[src/design/bld_pkg.sv]
// shared types, widths and codes for the bresenham line depth stepper
`default_nettype none

package bld_pkg;

  localparam int COORD_BITS = 13;
  localparam int SPAN_W     = COORD_BITS + 1;
  localparam int DEPTH_W    = 32;
  localparam int ACC_W      = DEPTH_W + 1;
  localparam int COLOUR_W   = 24;
  localparam int DIV_CNT_W  = $clog2(DEPTH_W + 1);

  typedef logic signed [COORD_BITS-1:0] coord_t;
  typedef logic signed [SPAN_W-1:0]     span_t;
  typedef logic signed [ACC_W-1:0]      acc_t;
  typedef logic        [DEPTH_W-1:0]    depth_t;
  typedef logic        [COLOUR_W-1:0]   colour_t;

  typedef enum logic {
    ACT_START = 1'b0,
    ACT_STEP  = 1'b1
  } action_t;

  typedef enum logic [2:0] {
    ST_IDLE,
    ST_ORIENT,
    ST_ORDER,
    ST_LAUNCH,
    ST_DIVIDE
  } state_t;

  // controller to datapath
  typedef struct packed {
    logic load;
    logic step;
    logic orient;
    logic order;
    logic launch;
    logic finish_zero;
    logic finish_div;
  } cmd_t;

  // datapath to controller
  typedef struct packed {
    logic line_active;
    logic near_reject;
    logic span_zero;
    logic div_done;
  } stat_t;

endpackage

`default_nettype wire

[src/design/bld_in_if.sv]
// request channel carrying line start and step requests
`default_nettype none

interface bld_in_if;
  logic                valid;
  logic                ready;
  logic                action;
  bld_pkg::coord_t     start_x;
  bld_pkg::coord_t     start_y;
  bld_pkg::depth_t     start_depth;
  bld_pkg::coord_t     end_x;
  bld_pkg::coord_t     end_y;
  bld_pkg::depth_t     end_depth;
  bld_pkg::colour_t    line_colour;

  modport source (
    output valid, action, start_x, start_y, start_depth,
    output end_x, end_y, end_depth, line_colour,
    input  ready
  );
  modport sink (
    input  valid, action, start_x, start_y, start_depth,
    input  end_x, end_y, end_depth, line_colour,
    output ready
  );
endinterface

`default_nettype wire

[src/design/bld_out_if.sv]
// result channel carrying one pixel per step request on an active line
`default_nettype none

interface bld_out_if;
  logic                valid;
  logic                ready;
  bld_pkg::coord_t     pixel_x;
  bld_pkg::coord_t     pixel_y;
  bld_pkg::depth_t     pixel_depth;
  bld_pkg::colour_t    pixel_colour;
  logic                last_pixel;

  modport source (
    output valid, pixel_x, pixel_y, pixel_depth, pixel_colour, last_pixel,
    input  ready
  );
  modport sink (
    input  valid, pixel_x, pixel_y, pixel_depth, pixel_colour, last_pixel,
    output ready
  );
endinterface

`default_nettype wire

[src/design/bld_div.sv]
// restoring divider, one quotient bit per cycle, unsigned magnitudes
`default_nettype none

module bld_div (
  input  wire logic                          clk,
  input  wire logic                          rst_n,
  input  wire logic                          start,
  input  wire logic [bld_pkg::DEPTH_W-1:0]   dividend,
  input  wire logic [bld_pkg::SPAN_W-1:0]    divisor,
  output logic                               done,
  output logic [bld_pkg::DEPTH_W-1:0]        quotient
);

  logic                            busy_r, busy_nxt;
  logic                            done_r, done_nxt;
  logic [bld_pkg::DIV_CNT_W-1:0]   count_r, count_nxt;
  logic [bld_pkg::DEPTH_W-1:0]     quot_r, quot_nxt;
  logic [bld_pkg::SPAN_W-1:0]      rem_r, rem_nxt;
  logic [bld_pkg::SPAN_W-1:0]      divisor_r, divisor_nxt;
  logic [bld_pkg::SPAN_W:0]        trial;
  logic [bld_pkg::SPAN_W:0]        trial_sub;
  logic                            fits;

  always_comb begin
    trial     = {rem_r, quot_r[bld_pkg::DEPTH_W-1]};
    trial_sub = trial - {1'b0, divisor_r};
    fits      = (trial >= {1'b0, divisor_r});

    busy_nxt    = busy_r;
    done_nxt    = 1'b0;
    count_nxt   = count_r;
    quot_nxt    = quot_r;
    rem_nxt     = rem_r;
    divisor_nxt = divisor_r;

    if (start) begin
      busy_nxt    = 1'b1;
      count_nxt   = bld_pkg::DIV_CNT_W'(bld_pkg::DEPTH_W);
      quot_nxt    = dividend;
      rem_nxt     = '0;
      divisor_nxt = divisor;
    end else if (busy_r) begin
      quot_nxt  = {quot_r[bld_pkg::DEPTH_W-2:0], fits};
      rem_nxt   = fits ? trial_sub[bld_pkg::SPAN_W-1:0] : trial[bld_pkg::SPAN_W-1:0];
      count_nxt = count_r - bld_pkg::DIV_CNT_W'(1);
      if (count_r == bld_pkg::DIV_CNT_W'(1)) begin
        busy_nxt = 1'b0;
        done_nxt = 1'b1;
      end
    end
  end

  always_ff @(posedge clk) begin
    if (!rst_n) begin
      busy_r  <= 1'b0;
      done_r  <= 1'b0;
      count_r <= '0;
    end else begin
      busy_r  <= busy_nxt;
      done_r  <= done_nxt;
      count_r <= count_nxt;
    end
  end

  always_ff @(posedge clk) begin
    quot_r    <= quot_nxt;
    rem_r     <= rem_nxt;
    divisor_r <= divisor_nxt;
  end

  assign done     = done_r;
  assign quotient = quot_r;

endmodule

`default_nettype wire

[src/design/bld_dp.sv]
// datapath: line setup, bresenham stepping, depth accumulation, pixel register
`default_nettype none

module bld_dp (
  input  wire logic               clk,
  input  wire logic               rst_n,
  input  wire bld_pkg::cmd_t      cmd,
  output bld_pkg::stat_t          stat,
  input  wire logic               cfg_wr_en,
  input  wire bld_pkg::depth_t    cfg_wr_data,
  input  wire bld_pkg::coord_t    in_start_x,
  input  wire bld_pkg::coord_t    in_start_y,
  input  wire bld_pkg::depth_t    in_start_depth,
  input  wire bld_pkg::coord_t    in_end_x,
  input  wire bld_pkg::coord_t    in_end_y,
  input  wire bld_pkg::depth_t    in_end_depth,
  input  wire bld_pkg::colour_t   in_line_colour,
  output bld_pkg::coord_t         pixel_x,
  output bld_pkg::coord_t         pixel_y,
  output bld_pkg::depth_t         pixel_depth,
  output bld_pkg::colour_t        pixel_colour,
  output logic                    last_pixel
);

  // control state
  logic               near_r, line_active_r, line_active_nxt;
  bld_pkg::depth_t    near_z_r, near_z_nxt;

  // latched endpoints
  bld_pkg::coord_t    x0_r, y0_r, x1_r, y1_r;
  bld_pkg::depth_t    z0_r, z1_r;

  // endpoints in major/minor terms
  bld_pkg::coord_t    mj0_r, mn0_r, mj1_r, mn1_r;

  // line state
  logic               axes_swapped_r, axes_swapped_nxt;
  bld_pkg::coord_t    major_pos_r, major_pos_nxt;
  bld_pkg::coord_t    major_end_r, major_end_nxt;
  bld_pkg::coord_t    minor_pos_r, minor_pos_nxt;
  logic               minor_dir_neg_r, minor_dir_neg_nxt;
  bld_pkg::span_t     step_error_r, step_error_nxt;
  bld_pkg::span_t     major_span_r, major_span_nxt;
  bld_pkg::span_t     minor_span_r, minor_span_nxt;
  bld_pkg::acc_t      depth_acc_r, depth_acc_nxt;
  bld_pkg::acc_t      depth_step_r, depth_step_nxt;
  bld_pkg::acc_t      depth_diff_r, depth_diff_nxt;
  bld_pkg::colour_t   colour_r, colour_nxt;

  // pixel register
  bld_pkg::coord_t    pix_x_r, pix_x_nxt;
  bld_pkg::coord_t    pix_y_r, pix_y_nxt;
  bld_pkg::depth_t    pix_depth_r, pix_depth_nxt;
  bld_pkg::colour_t   pix_colour_r, pix_colour_nxt;
  logic               pix_last_r, pix_last_nxt;

  // setup terms
  bld_pkg::span_t     dx, dy, adx, ady;
  logic               steep;
  logic               reorder;
  bld_pkg::coord_t    mj_first, mj_last, mn_first, mn_last;
  bld_pkg::depth_t    z_first, z_last;
  bld_pkg::span_t     span_new, dmn;
  bld_pkg::acc_t      diff_mag, quot_ext;

  // step terms
  logic               at_last;
  bld_pkg::span_t     err_sub;

  logic               div_done;
  bld_pkg::depth_t    div_quot;

  bld_div u_div (
    .clk      (clk),
    .rst_n    (rst_n),
    .start    (cmd.launch),
    .dividend (diff_mag[bld_pkg::DEPTH_W-1:0]),
    .divisor  (major_span_r),
    .done     (div_done),
    .quotient (div_quot)
  );

  always_comb begin
    // orientation terms
    dx    = bld_pkg::span_t'(x1_r) - bld_pkg::span_t'(x0_r);
    dy    = bld_pkg::span_t'(y1_r) - bld_pkg::span_t'(y0_r);
    adx   = dx[bld_pkg::SPAN_W-1] ? -dx : dx;
    ady   = dy[bld_pkg::SPAN_W-1] ? -dy : dy;
    steep = (ady > adx);

    // ordering terms, equal major coordinates keep order
    reorder  = (mj0_r > mj1_r);
    mj_first = reorder ? mj1_r : mj0_r;
    mj_last  = reorder ? mj0_r : mj1_r;
    mn_first = reorder ? mn1_r : mn0_r;
    mn_last  = reorder ? mn0_r : mn1_r;
    z_first  = reorder ? z1_r : z0_r;
    z_last   = reorder ? z0_r : z1_r;
    span_new = bld_pkg::span_t'(mj_last) - bld_pkg::span_t'(mj_first);
    dmn      = bld_pkg::span_t'(mn_last) - bld_pkg::span_t'(mn_first);

    diff_mag = depth_diff_r[bld_pkg::ACC_W-1] ? -depth_diff_r : depth_diff_r;
    quot_ext = bld_pkg::acc_t'({1'b0, div_quot});

    at_last = (major_pos_r >= major_end_r);
    err_sub = step_error_r - minor_span_r;

    near_z_nxt        = cfg_wr_en ? cfg_wr_data : near_z_r;
    line_active_nxt   = line_active_r;
    axes_swapped_nxt  = axes_swapped_r;
    major_pos_nxt     = major_pos_r;
    major_end_nxt     = major_end_r;
    minor_pos_nxt     = minor_pos_r;
    minor_dir_neg_nxt = minor_dir_neg_r;
    step_error_nxt    = step_error_r;
    major_span_nxt    = major_span_r;
    minor_span_nxt    = minor_span_r;
    depth_acc_nxt     = depth_acc_r;
    depth_step_nxt    = depth_step_r;
    depth_diff_nxt    = depth_diff_r;
    colour_nxt        = colour_r;
    pix_x_nxt         = pix_x_r;
    pix_y_nxt         = pix_y_r;
    pix_depth_nxt     = pix_depth_r;
    pix_colour_nxt    = pix_colour_r;
    pix_last_nxt      = pix_last_r;

    if (cmd.load) begin
      line_active_nxt = 1'b0;
      colour_nxt      = in_line_colour;
    end

    if (cmd.orient) begin
      axes_swapped_nxt = steep;
    end

    if (cmd.order) begin
      major_pos_nxt     = mj_first;
      major_end_nxt     = mj_last;
      minor_pos_nxt     = mn_first;
      major_span_nxt    = span_new;
      minor_span_nxt    = dmn[bld_pkg::SPAN_W-1] ? -dmn : dmn;
      minor_dir_neg_nxt = !(mn_first < mn_last);
      step_error_nxt    = span_new >>> 1;
      depth_acc_nxt     = bld_pkg::acc_t'({1'b0, z_first});
      depth_diff_nxt    = bld_pkg::acc_t'({1'b0, z_last}) - bld_pkg::acc_t'({1'b0, z_first});
    end

    if (cmd.finish_zero) begin
      depth_step_nxt  = '0;
      line_active_nxt = 1'b1;
    end

    if (cmd.finish_div) begin
      depth_step_nxt  = depth_diff_r[bld_pkg::ACC_W-1] ? -quot_ext : quot_ext;
      line_active_nxt = 1'b1;
    end

    if (cmd.step) begin
      pix_x_nxt      = axes_swapped_r ? minor_pos_r : major_pos_r;
      pix_y_nxt      = axes_swapped_r ? major_pos_r : minor_pos_r;
      // accumulator stays between the endpoint depths; clamp below zero anyway
      pix_depth_nxt  = depth_acc_r[bld_pkg::ACC_W-1] ? '0 : depth_acc_r[bld_pkg::DEPTH_W-1:0];
      pix_colour_nxt = colour_r;
      pix_last_nxt   = at_last;
      if (at_last) begin
        line_active_nxt = 1'b0;
      end else begin
        if (err_sub[bld_pkg::SPAN_W-1]) begin
          minor_pos_nxt  = minor_dir_neg_r ? (minor_pos_r - bld_pkg::coord_t'(1))
                                           : (minor_pos_r + bld_pkg::coord_t'(1));
          step_error_nxt = err_sub + major_span_r;
        end else begin
          step_error_nxt = err_sub;
        end
        major_pos_nxt = major_pos_r + bld_pkg::coord_t'(1);
        depth_acc_nxt = depth_acc_r + depth_step_r;
      end
    end
  end

  assign near_r = (z0_r < near_z_r) || (z1_r < near_z_r);

  always_ff @(posedge clk) begin
    if (!rst_n) begin
      near_z_r      <= '0;
      line_active_r <= 1'b0;
    end else begin
      near_z_r      <= near_z_nxt;
      line_active_r <= line_active_nxt;
    end
  end

  always_ff @(posedge clk) begin
    if (cmd.load) begin
      x0_r <= in_start_x;
      y0_r <= in_start_y;
      z0_r <= in_start_depth;
      x1_r <= in_end_x;
      y1_r <= in_end_y;
      z1_r <= in_end_depth;
    end
    if (cmd.orient) begin
      mj0_r <= steep ? y0_r : x0_r;
      mn0_r <= steep ? x0_r : y0_r;
      mj1_r <= steep ? y1_r : x1_r;
      mn1_r <= steep ? x1_r : y1_r;
    end
    axes_swapped_r  <= axes_swapped_nxt;
    major_pos_r     <= major_pos_nxt;
    major_end_r     <= major_end_nxt;
    minor_pos_r     <= minor_pos_nxt;
    minor_dir_neg_r <= minor_dir_neg_nxt;
    step_error_r    <= step_error_nxt;
    major_span_r    <= major_span_nxt;
    minor_span_r    <= minor_span_nxt;
    depth_acc_r     <= depth_acc_nxt;
    depth_step_r    <= depth_step_nxt;
    depth_diff_r    <= depth_diff_nxt;
    colour_r        <= colour_nxt;
    pix_x_r         <= pix_x_nxt;
    pix_y_r         <= pix_y_nxt;
    pix_depth_r     <= pix_depth_nxt;
    pix_colour_r    <= pix_colour_nxt;
    pix_last_r      <= pix_last_nxt;
  end

  assign stat.line_active = line_active_r;
  assign stat.near_reject = near_r;
  assign stat.span_zero   = (major_span_r == '0);
  assign stat.div_done    = div_done;

  assign pixel_x      = pix_x_r;
  assign pixel_y      = pix_y_r;
  assign pixel_depth  = pix_depth_r;
  assign pixel_colour = pix_colour_r;
  assign last_pixel   = pix_last_r;

endmodule

`default_nettype wire

[src/design/bld_ctrl.sv]
// controller: request handshake, line setup sequence and pixel valid
`default_nettype none

module bld_ctrl (
  input  wire logic             clk,
  input  wire logic             rst_n,
  input  wire logic             in_valid,
  input  wire logic             in_action,
  output logic                  in_ready,
  output logic                  out_valid,
  input  wire logic             out_ready,
  output bld_pkg::cmd_t         cmd,
  input  wire bld_pkg::stat_t   stat
);

  bld_pkg::state_t state_r, state_nxt;
  logic            out_valid_r, out_valid_nxt;

  always_ff @(posedge clk) begin
    if (!rst_n) begin
      state_r     <= bld_pkg::ST_IDLE;
      out_valid_r <= 1'b0;
    end else begin
      state_r     <= state_nxt;
      out_valid_r <= out_valid_nxt;
    end
  end

  always_comb begin
    cmd           = '0;
    state_nxt     = state_r;
    in_ready      = 1'b0;
    out_valid_nxt = out_valid_r && !out_ready;

    case (state_r)
      bld_pkg::ST_IDLE: begin
        in_ready = !out_valid_r || out_ready;
        if (in_valid && in_ready) begin
          if (in_action == bld_pkg::ACT_START) begin
            cmd.load  = 1'b1;
            state_nxt = bld_pkg::ST_ORIENT;
          end else if (stat.line_active) begin
            cmd.step      = 1'b1;
            out_valid_nxt = 1'b1;
          end
        end
      end
      bld_pkg::ST_ORIENT: begin
        cmd.orient = 1'b1;
        state_nxt  = stat.near_reject ? bld_pkg::ST_IDLE : bld_pkg::ST_ORDER;
      end
      bld_pkg::ST_ORDER: begin
        cmd.order = 1'b1;
        state_nxt = bld_pkg::ST_LAUNCH;
      end
      bld_pkg::ST_LAUNCH: begin
        if (stat.span_zero) begin
          cmd.finish_zero = 1'b1;
          state_nxt       = bld_pkg::ST_IDLE;
        end else begin
          cmd.launch = 1'b1;
          state_nxt  = bld_pkg::ST_DIVIDE;
        end
      end
      bld_pkg::ST_DIVIDE: begin
        if (stat.div_done) begin
          cmd.finish_div = 1'b1;
          state_nxt      = bld_pkg::ST_IDLE;
        end
      end
      default: begin
        state_nxt = bld_pkg::ST_IDLE;
      end
    endcase
  end

  assign out_valid = out_valid_r;

  a_step_needs_line: assert property (@(posedge clk) disable iff (!rst_n)
    cmd.step |-> stat.line_active)
    else $error("step issued with no active line");

  a_done_only_dividing: assert property (@(posedge clk) disable iff (!rst_n)
    stat.div_done |-> state_r == bld_pkg::ST_DIVIDE)
    else $error("divider finished outside divide state");

  a_done_to_idle: assert property (@(posedge clk) disable iff (!rst_n)
    (state_r == bld_pkg::ST_DIVIDE && stat.div_done) |=> state_r == bld_pkg::ST_IDLE)
    else $error("divide did not return to idle");

  a_line_from_setup: assert property (@(posedge clk) disable iff (!rst_n)
    $rose(stat.line_active) |->
      ($past(state_r) == bld_pkg::ST_LAUNCH || $past(state_r) == bld_pkg::ST_DIVIDE))
    else $error("line activated outside setup");

endmodule

`default_nettype wire

[src/design/bresenham_line_depth_stepper.sv]
// top level: bresenham line stepper with depth interpolation
//
// in_chan takes requests: action start loads two endpoints with depths and a
// colour, action step asks for the next pixel. out_chan gives one pixel per
// step request while a line is active: x, y, depth, colour and a last flag.
// cfg_wr_en/cfg_wr_data write the near-plane depth; a start whose endpoint
// depth is below it drops the line, and later steps give nothing.
// a step request's pixel is registered and shows on out_chan in the cycle after
// the request is taken; steps stream at one per cycle while out_chan keeps up.
// a start request holds in_chan.ready low for setup: the orientation, ordering
// and launch states, then the depth increment comes from a restoring divider at
// one quotient bit per cycle, captured when it finishes; a zero-length line
// skips the divider and a drop returns to idle after orientation.
// a step with no active line is taken and gives no pixel.
// the pixel sits in an output register; if out_chan stalls, one more step can
// still be taken in the cycle the register drains, otherwise ready stays low.
// reset (rst_n low, synchronous) clears the near plane to zero, ends any line
// and empties the output register.
`default_nettype none

module bresenham_line_depth_stepper (
  input  wire logic             clk,
  input  wire logic             rst_n,
  bld_in_if.sink                in_chan,
  bld_out_if.source             out_chan,
  input  wire logic             cfg_wr_en,
  input  wire bld_pkg::depth_t  cfg_wr_data
);

  bld_pkg::cmd_t  cmd;
  bld_pkg::stat_t stat;

  // sequencing and handshake
  bld_ctrl u_ctrl (
    .clk       (clk),
    .rst_n     (rst_n),
    .in_valid  (in_chan.valid),
    .in_action (in_chan.action),
    .in_ready  (in_chan.ready),
    .out_valid (out_chan.valid),
    .out_ready (out_chan.ready),
    .cmd       (cmd),
    .stat      (stat)
  );

  // setup, stepping, divider and pixel register
  bld_dp u_dp (
    .clk            (clk),
    .rst_n          (rst_n),
    .cmd            (cmd),
    .stat           (stat),
    .cfg_wr_en      (cfg_wr_en),
    .cfg_wr_data    (cfg_wr_data),
    .in_start_x     (in_chan.start_x),
    .in_start_y     (in_chan.start_y),
    .in_start_depth (in_chan.start_depth),
    .in_end_x       (in_chan.end_x),
    .in_end_y       (in_chan.end_y),
    .in_end_depth   (in_chan.end_depth),
    .in_line_colour (in_chan.line_colour),
    .pixel_x        (out_chan.pixel_x),
    .pixel_y        (out_chan.pixel_y),
    .pixel_depth    (out_chan.pixel_depth),
    .pixel_colour   (out_chan.pixel_colour),
    .last_pixel     (out_chan.last_pixel)
  );

endmodule

`default_nettype wire
[src/flat_wrapper.sv]
// flat-port wrapper written by rule: the top's interface ports become plain ports
module bresenham_line_depth_stepper_flat 
  (clk, rst_n, cfg_wr_en, cfg_wr_data, in_chan_valid, in_chan_action, in_chan_start_x, in_chan_start_y, in_chan_start_depth, in_chan_end_x, in_chan_end_y, in_chan_end_depth, in_chan_line_colour, in_chan_ready, out_chan_valid, out_chan_pixel_x, out_chan_pixel_y, out_chan_pixel_depth, out_chan_pixel_colour, out_chan_last_pixel, out_chan_ready);
  bld_in_if in_chan_i ();
  bld_out_if out_chan_i ();
  input  wire logic clk;
  input  wire logic rst_n;
  input  wire logic cfg_wr_en;
  input  wire bld_pkg::depth_t cfg_wr_data;
  input wire logic [$bits(in_chan_i.valid)-1:0] in_chan_valid;
  input wire logic [$bits(in_chan_i.action)-1:0] in_chan_action;
  input wire logic [$bits(in_chan_i.start_x)-1:0] in_chan_start_x;
  input wire logic [$bits(in_chan_i.start_y)-1:0] in_chan_start_y;
  input wire logic [$bits(in_chan_i.start_depth)-1:0] in_chan_start_depth;
  input wire logic [$bits(in_chan_i.end_x)-1:0] in_chan_end_x;
  input wire logic [$bits(in_chan_i.end_y)-1:0] in_chan_end_y;
  input wire logic [$bits(in_chan_i.end_depth)-1:0] in_chan_end_depth;
  input wire logic [$bits(in_chan_i.line_colour)-1:0] in_chan_line_colour;
  output wire logic [$bits(in_chan_i.ready)-1:0] in_chan_ready;
  output wire logic [$bits(out_chan_i.valid)-1:0] out_chan_valid;
  output wire logic [$bits(out_chan_i.pixel_x)-1:0] out_chan_pixel_x;
  output wire logic [$bits(out_chan_i.pixel_y)-1:0] out_chan_pixel_y;
  output wire logic [$bits(out_chan_i.pixel_depth)-1:0] out_chan_pixel_depth;
  output wire logic [$bits(out_chan_i.pixel_colour)-1:0] out_chan_pixel_colour;
  output wire logic [$bits(out_chan_i.last_pixel)-1:0] out_chan_last_pixel;
  input wire logic [$bits(out_chan_i.ready)-1:0] out_chan_ready;
  assign in_chan_i.valid = in_chan_valid;
  assign in_chan_i.action = in_chan_action;
  assign in_chan_i.start_x = in_chan_start_x;
  assign in_chan_i.start_y = in_chan_start_y;
  assign in_chan_i.start_depth = in_chan_start_depth;
  assign in_chan_i.end_x = in_chan_end_x;
  assign in_chan_i.end_y = in_chan_end_y;
  assign in_chan_i.end_depth = in_chan_end_depth;
  assign in_chan_i.line_colour = in_chan_line_colour;
  assign in_chan_ready = in_chan_i.ready;
  assign out_chan_valid = out_chan_i.valid;
  assign out_chan_pixel_x = out_chan_i.pixel_x;
  assign out_chan_pixel_y = out_chan_i.pixel_y;
  assign out_chan_pixel_depth = out_chan_i.pixel_depth;
  assign out_chan_pixel_colour = out_chan_i.pixel_colour;
  assign out_chan_last_pixel = out_chan_i.last_pixel;
  assign out_chan_i.ready = out_chan_ready;
  bresenham_line_depth_stepper u_core (.clk(clk), .rst_n(rst_n), .in_chan(in_chan_i), .out_chan(out_chan_i), .cfg_wr_en(cfg_wr_en), .cfg_wr_data(cfg_wr_data));
endmodule
[config.mk]
export PLATFORM = sky130hd
export DESIGN_NAME = bresenham_line_depth_stepper_flat
export DESIGN_NICKNAME = d
export VERILOG_FILES = /design/src/design/bld_pkg.sv /design/src/design/bld_in_if.sv /design/src/design/bld_out_if.sv /design/src/design/bld_div.sv /design/src/design/bld_dp.sv /design/src/design/bld_ctrl.sv /design/src/design/bresenham_line_depth_stepper.sv /design/src/flat_wrapper.sv
export SDC_FILE = /design/constraint.sdc
export NUM_CORES = 1
export LEC_CHECK = 0
export ABC_AREA = 1
export BUFFER_PORTS_ARGS = -buffer_cell sky130_fd_sc_hd__buf_2
export CAP_MARGIN = 20
export CORE_ASPECT_RATIO = 1.4
export CORE_UTILIZATION = 52
export DETAILED_ROUTE_END_ITERATION = 10
export PLACE_DENSITY = 0.79
export SLEW_MARGIN = 15
export SYNTH_ARGS = -nofsm -noshare
export SYNTH_HDL_FRONTEND = slang
export SYNTH_SLANG_ARGS = --single-unit
[constraint.sdc]
create_clock -name clk -period 12.3 [get_ports clk]
set_input_delay 0.615 -clock clk [delete_from_list [all_inputs] [get_ports clk]]
set_output_delay 0.615 -clock clk [all_outputs]
set_load 0.1 [all_outputs]
==> qor.yml, run 1 <==
yosys:
  synth_edf_count: 430
  yosysSeqAreaShare: 0.459
  syn_nets: 4414
  yosys_warnings: 0
  synth_flop_cell: "edfxtp_1"
  ys_ff_latch: 562
  yosysTopAreaCell: "edfxtp_1"
  synth_common_cells: "807 x nand2_1, 536 x inv_1, 430 x edfxtp_1, 412 x o21ai_0, 299 x a21oi_1"
  synthCells: 4007
  ys_types: 62
  async_reset_ff_frac: 0
  synthesis.area_sq_um: 33900
  synth.area.top_cells: "edfxtp_1 38%, nand2_1 8.9%, ha_1 8.2%"
  synth_top_area_frac: 0.381
  yosys.cell_count.top_type: "nand2_1"
  synth.avg_cell_area_sq_um: 8.46
placed_design:
  dp.cells: 5033
  post-place-ws_ns: 6.87
  gp_congestion: 0.955
  hpwl_um: 67500
  portBuffers: 262
clock_tree:
  cts_max_path_buffers: 3
  numCtsBuffers: 55
  h-tree-depth: 2
  cts.sinks: 562
  cts_tree: "built"
  cts_hold_buffers: 0
  clk_latency_ns: 0.65
  post-cts-setup-buffer-count: 0
  root_buffer: "clkbuf_16"
  path_clk_slew_ns: 0.07
  cts_resized: 0
min_path:
  hp-class: "primary input to flop"
  hold_path_depth: 1
  hp-start: "in_chan_line_colour[1]"
  hold_end: "u_core.u_dp.colour_r[1]$_DFFE_PP_"
global_route:
  grt_pass1_wl_um: 136000
  grt_pass1_vias: 26700
  grt_usage: 0.260
  grt_max_degree: 113
  antenna_found_initial: 1
  gr-total-overflow: 0
worst_setup_path:
  path_class: "flop to flop"
  crit_path_start: "u_core.u_dp.y1_r[6]$_DFFE_PP_"
  r2r_end: "u_core.u_dp.mn1_r[8]$_DFFE_PN_"
  worstRegToRegCells: 27
  critPathLaunchType: "flop"
  crit_path_end_kind: "flop"
  crit_required_ns: 12.67
  r2r_start: "u_core.u_dp.y1_r[6]$_DFFE_PP_"
  worstPathMaxFanout: 27
  critPathArrivalTime_ns: 5.85
  r2r_slack_ns: 6.83
detailed_routing:
  routed_wl_um: 86600
  first_pass_iters: 6
  routed_via_density: 5.43
  drtAntennaViolNets: 0
  routedWlPerCell_um: 16.9
  vias: 27900
  drc: 0
  initialDrtViolationCount: 2052
final_layout:
  drive_above_1_share: 0.104
  fin_cells: 5140
  final_nets: 4658
  areaGrowthSynthToFinish_pct: 11.8
power:
  ir_drop_v: 0.000116
  power_density_nw_per_um2: 184
  p_leak_nw: 16.5
sta:
  tns_ns: 0
  slew_viol_final: 0
  hold_viol: 0
  fmax_ghz: 0.183
  setup_ws_ns: 6.83
  fin_skew_ns: 0.0190
  rsz0062_at_grt: "no"
  relSlewSlack: 0.291
  period_share: 0.445
  whs_ns: 0.137
  setup_viol: 0
  tightest_slew_ns: 1.06
  fin_crit_ns: 5.47
floorplanning:
  die_height_um: 304
  io_pins: 263
  dieArea_sq_um: 66300
  initial_utilization: 0.527
  core_sq_um: 64400
  die_x_um: 218
  num_rows: 110
status:
  status: "complete, no violations"
run:
  cap_violations: 0
cells by family (layout without fill, tap and decap cells):
| group | after synthesis | after routing | share of synthesized area |
|---|---|---|---|
| xor gates and xnor gates | 219 | 219 | 0.0568 |
| adders and majority gates | 229 | 229 | 0.0860 |
| and+or+nand+nor | 1424 | 1424 | 0.176 |
| other | 0 | 3 | 0 |
| DFF | 562 | 562 | 0.459 |
| AOI/OAI and AO/OA | 922 | 922 | 0.146 |
| buffers and inverters | 646 | 936 | 0.0749 |
| muxes | 5 | 5 | 0.00148 |
area by class of cell:
cell class              instances  area (sq um)
well taps                     840          1050
clock inverters                28           337
fillers                      5758         26500
clock buffers                  75          1550
diodes                          3          7.51
flip-flops and latches        562         15600
multi-input cells            2799         15900
repair buffers                285          1500
inverters                     548          2060
registers in the layout, summed over array words and instances, names as in the netlist, 14 cells and up:
register / count
u_core.u_dp.colour_r: 24
u_core.u_dp.z1_r: 32
u_core.u_dp.near_z_r: 32
u_core.u_dp.u_div.quotient: 32
u_core.u_dp.depth_step_r: 33
u_core.u_dp.step_error_r: 14
u_core.u_dp.major_span_r: 14
u_core.u_dp.pixel_colour: 24
u_core.u_dp.depth_diff_r: 33
u_core.u_dp.depth_acc_r: 33
u_core.u_dp.u_div.divisor_r: 14
u_core.u_dp.pixel_depth: 32
u_core.u_dp.u_div.rem_r: 14
u_core.u_dp.z0_r: 32
u_core.u_dp.minor_span_r: 14
power by group:
group / switching [mW] / internal [mW]
Clock: 0.763 / 1.00
Sequential: 0.201 / 2.33
Combinational: 1.73 / 0.973
critical path, stage by stage (launching register included):
cell and delay [ns]:
edfxtp_1 0.40, ha_1 0.37, nand2_1 0.10, nor3_1 0.14, nand2_1 0.08, nand2_1 0.13, a21oi_1 0.09, o21bai_1 0.20
nand2_1 0.08, nand2_1 0.06, a21oi_1 0.06, or2_2 0.29, a22oi_1 0.59, inv_1 0.29, nand2_1 0.11, o21ai_0 0.08
ha_1 0.31, a21oi_1 0.15, nor2_1 0.05, a211oi_1 0.15, o21ai_0 0.13, nand2_1 0.09, o2111ai_1 0.11, xnor2_1 0.16
nand2_2 0.08, clkinv_1 0.53, nand2_1 0.24, o21ai_0 0.12
how the worst max path moves through the flow:
stage | to | slack [ns] | cells past startpoint
floorplan | u_core.u_dp.minor_pos_r[10]$_DFF_P_ | 1.63 | 13
global placement | u_core.u_dp.mn0_r[0]$_DFFE_PN_ | 6.99 | 27
detailed placement | u_core.u_dp.mn1_r[8]$_DFFE_PN_ | 6.87 | 27
CTS | u_core.u_dp.mn1_r[8]$_DFFE_PN_ | 6.85 | 27
global route | u_core.u_dp.mn1_r[8]$_DFFE_PN_ | 6.30 | 27
finish | u_core.u_dp.mn1_r[8]$_DFFE_PN_ | 6.83 | 27
routing by layer:
layer | track usage | vias up | part of all wire
li1 | - | 14100 | -
met1 | 0.333 | 12800 | 0.42
met2 | 0.443 | 853 | 0.48
met3 | 0.0328 | 189 | 0.060
met4 | 0.107 | 0 | 0.042
met5 | 0 | - | 0
cells in the final DEF (no fill, tap or decap), types with 17 or more instances in the layout:
| master | instances |
|---|---|
| a21oi_1 | 299 |
| a31oi_1 | 23 |
| buf_2 | 262 |
| buf_4 | 22 |
| clkbuf_16 | 57 |
| dfxtp_1 | 132 |
| edfxtp_1 | 430 |
| ha_1 | 222 |
| inv_1 | 536 |
| nand2_1 | 805 |
| nand3_1 | 129 |
| nand4_1 | 36 |
| nor2_1 | 293 |
| nor3_1 | 65 |
| nor4_1 | 17 |
| o21ai_0 | 412 |
| o21ai_1 | 80 |
| or2_2 | 18 |
| xnor2_1 | 60 |
| xor2_1 | 158 |
stage by stage:
step                      utilization  instance area, sq um  power [mW]
after CTS                       0.588                 37900        7.01
final                           0.589                 37900        7.00
after global routing            0.589                 37900        7.49
after detailed placement        0.559                 36000        5.22
after floorplan                     -                 33900        4.57
after global placement          0.559                 36000        5.15
Note: power is estimated with default switching activity, not from simulation.
==> run 2, diff against run 1 <==
Clock period 12.3 ns to 5.55 ns, I/O delays scaled along.
==> run 2 against run 1 <==
  * Hold slack worse by 0.020 ns
  * Via count up 2.9%
  * Combinational power grew 130%
  * Die area unchanged
  * Design area increased by 4.6%
  * Largest cell class unchanged
==> qor.yml, run 2 (synthesis gave the netlist of run 1 again) <==
worst_setup_path:
  r2r_end: "u_core.u_dp.mj0_r[11]$_DFFE_PN_"
  crit_path_end_kind: "flop"
  r2r_slack_ns: 0.86  # -5.97 ns
  path_class: "flop to flop"
  worstRegToRegCells: 27  # unchanged
  critPathLaunchType: "flop"
  r2r_start: "u_core.u_dp.y0_r[4]$_DFFE_PP_"
  worstPathMaxFanout: 42  # +56%
  crit_required_ns: 5.88  # -6.79 ns
  critPathArrivalTime_ns: 5.03  # -0.82 ns
global_route:
  antenna_found_initial: 0  # -1
  grt_usage: 0.269  # +0.00902
  grt_pass1_vias: 27900  # +4.6%
  grt_max_degree: 126  # +12%
  grt_pass1_wl_um: 142000  # +4.2%
  gr-total-overflow: 0  # unchanged
detailed_routing:
  drc: 0  # unchanged
  routedWlPerCell_um: 16.8  # about the same
  first_pass_iters: 5  # -1
  vias: 28700  # +2.9%
  drtAntennaViolNets: 0  # unchanged
  routed_via_density: 5.40  # -0.61%
  routed_wl_um: 89600  # +3.5%
  initialDrtViolationCount: 1912  # -6.8%
sta:
  fin_crit_ns: 4.69  # -0.781 ns
  fin_skew_ns: 0.0220  # +0.00297 ns
  period_share: 0.845  # +0.400
  rsz0062_at_grt: "no"
  hold_viol: 0  # unchanged
  tightest_slew_ns: 0.850  # -0.210 ns
  fmax_ghz: 0.213  # +17%
  slew_viol_final: 0  # unchanged
  whs_ns: 0.117  # -0.0200 ns
  tns_ns: 0  # unchanged
  relSlewSlack: 0.427  # +0.136
  setup_viol: 0  # unchanged
final_layout:
  drive_above_1_share: 0.102  # -0.00223
  reg_top3: "u_core.u_dp.depth_acc_r: 33 flops, u_core.u_dp.depth_diff_r: 33 flops, u_core.u_dp.depth_step_r: 33 flops"
  layout_commonest_cell: "nand2_1"
  fin_area_sq_um: 39700  # +4.6%
  regArea_sq_um: 15600  # unchanged
  areaGrowthSynthToFinish_pct: 17.0
  fillCellCount: 5481  # -4.8%
  multi_input_comb_area_sq_um: 15900  # about the same
  final_nets: 4839  # +3.9%
  final_cell_mix: "805 x nand2_1, 536 x inv_1, 430 x edfxtp_1"
min_path:
  hold_end: "u_core.u_ctrl.state_r[0]$_SDFFE_PN0P_"
  hp-class: "primary input to flop"
  hp-start: "in_chan_valid"
  hold_path_depth: 3  # +2
clock_tree:
  h-tree-depth: 2  # unchanged
  clk_latency_ns: 0.62  # -0.03 ns
  root_buffer: "clkbuf_16"
  numCtsBuffers: 55  # unchanged
  path_clk_slew_ns: 0.06  # about the same
  cts_tree: "built"
  post-cts-setup-buffer-count: 0  # unchanged
  cts_max_path_buffers: 3  # unchanged
  cts.sinks: 562  # unchanged
power:
  power_density_nw_per_um2: 392  # +110%
  power_mw: 15.6  # +120%
  ir_drop_v: 0.000385  # +230%
  p_leak_nw: 17.3  # +4.5%
status:
  status: "complete, no violations"
floorplanning:
  num_rows: 110  # unchanged
  dieArea_sq_um: 66300  # unchanged
  die_height_um: 304  # unchanged
  io_pins: 263  # unchanged
  initial_utilization: 0.527  # unchanged
  die_x_um: 218  # unchanged
  core_sq_um: 64400  # unchanged
placed_design:
  gp_congestion: 0.949  # -0.62%
  placed_area_sq_um: 36100  # +0.28%
  hpwl_um: 67900  # +0.60%
  portBuffers: 262  # unchanged
run:
  cap_violations: 0  # unchanged
[run 2: cell count changes in the layout (fill, tap and decap cells not counted), moves of 3 or more]
cell / before / now
dlygate4sd3_1: 0 / 173
inv_6: 2 / 6
clkbuf_8: 6 / 3
buf_4: 22 / 29
[run 2: final cells by class]
type | instances | share of cell area
Antenna cell | 2 | 0.000126
Clock buffer | 69 | 0.0373
Clock inverter | 35 | 0.00927
Inverter | 548 | 0.0519
Multi-Input combinational cell | 2799 | 0.400
Sequential cell | 562 | 0.392
Tap cell | 840 | 0.0265
Timing Repair Buffer | 466 | 0.0832
[run 2: timing repair]
| item | in CTS | in global routing |
|---|---|---|
| resized for setup | 0 | 0 |
| hold endpoints to repair | 173 | 0 |
| hold buffers | 173 | 0 |
[run 2: stage by stage]
stage / util / worst slack [ns] / instances
floorplan: - / 0.432 / 4007
global placement: 0.561 / 1.03 / 5042
detailed placement: 0.561 / 0.902 / 5042
CTS: 0.616 / 0.851 / 5319
global route: 0.616 / 0.394 / 5319
finish: 0.616 / 0.858 / 5321
[run 2: per-layer routing]
metal | GRT usage | share of wire
met5 | 0 | 0
met4 | 0.112 | 0.043
met3 | 0.0282 | 0.049
met2 | 0.468 | 0.49
met1 | 0.338 | 0.42
[run 2: where the power goes]
| part | internal, mW | switching (mW) |
|---|---|---|
| clock | 2.19 | 1.67 |
| sequential | 5.17 | 0.440 |
| combinational | 2.26 | 3.85 |
[run 2: worst max-delay path, cell delays in order, from the launching register on]
cell and delay [ns]:
edfxtp_1 0.35, inv_1 0.07, ha_1 0.35, inv_1 0.08, nor3_1 0.16, nand2_1 0.09
nand2_1 0.13, a21oi_1 0.09, o21bai_1 0.21, nand2_1 0.08, nand2_1 0.07, a21oi_1 0.06
or2_2 0.29, a22oi_1 0.21, inv_1 0.19, nand2_1 0.09, o21ai_0 0.08, ha_1 0.32
a21oi_1 0.16, nor2_1 0.06, a211oi_1 0.17, o21ai_0 0.15, nand2_1 0.09, o2111ai_1 0.11
xnor2_1 0.16, nand2_2 0.09, buf_4 0.33, o21ai_0 0.17
[run 2: how the worst max path moves through the flow]
| stage | startpoint | end | slack, ns | depth (start not counted) |
|---|---|---|---|---|
| floorplan | u_core.u_ctrl.out_valid$_SDFF_PN0_ | u_core.u_dp.line_active_r$_SDFF_PN0_ | 0.43 | 8 |
| global placement | u_core.u_dp.y0_r[4]$_DFFE_PP_ | u_core.u_dp.mj0_r[6]$_DFFE_PN_ | 1.03 | 27 |
| detailed placement | u_core.u_dp.y1_r[0]$_DFFE_PP_ | u_core.u_dp.mj0_r[11]$_DFFE_PN_ | 0.90 | 26 |
| CTS | u_core.u_dp.y1_r[0]$_DFFE_PP_ | u_core.u_dp.mj0_r[11]$_DFFE_PN_ | 0.85 | 26 |
| global route | u_core.u_dp.y0_r[4]$_DFFE_PP_ | u_core.u_dp.mj0_r[11]$_DFFE_PN_ | 0.39 | 27 |
| finish | u_core.u_dp.y0_r[4]$_DFFE_PP_ | u_core.u_dp.mj0_r[11]$_DFFE_PN_ | 0.86 | 27 |
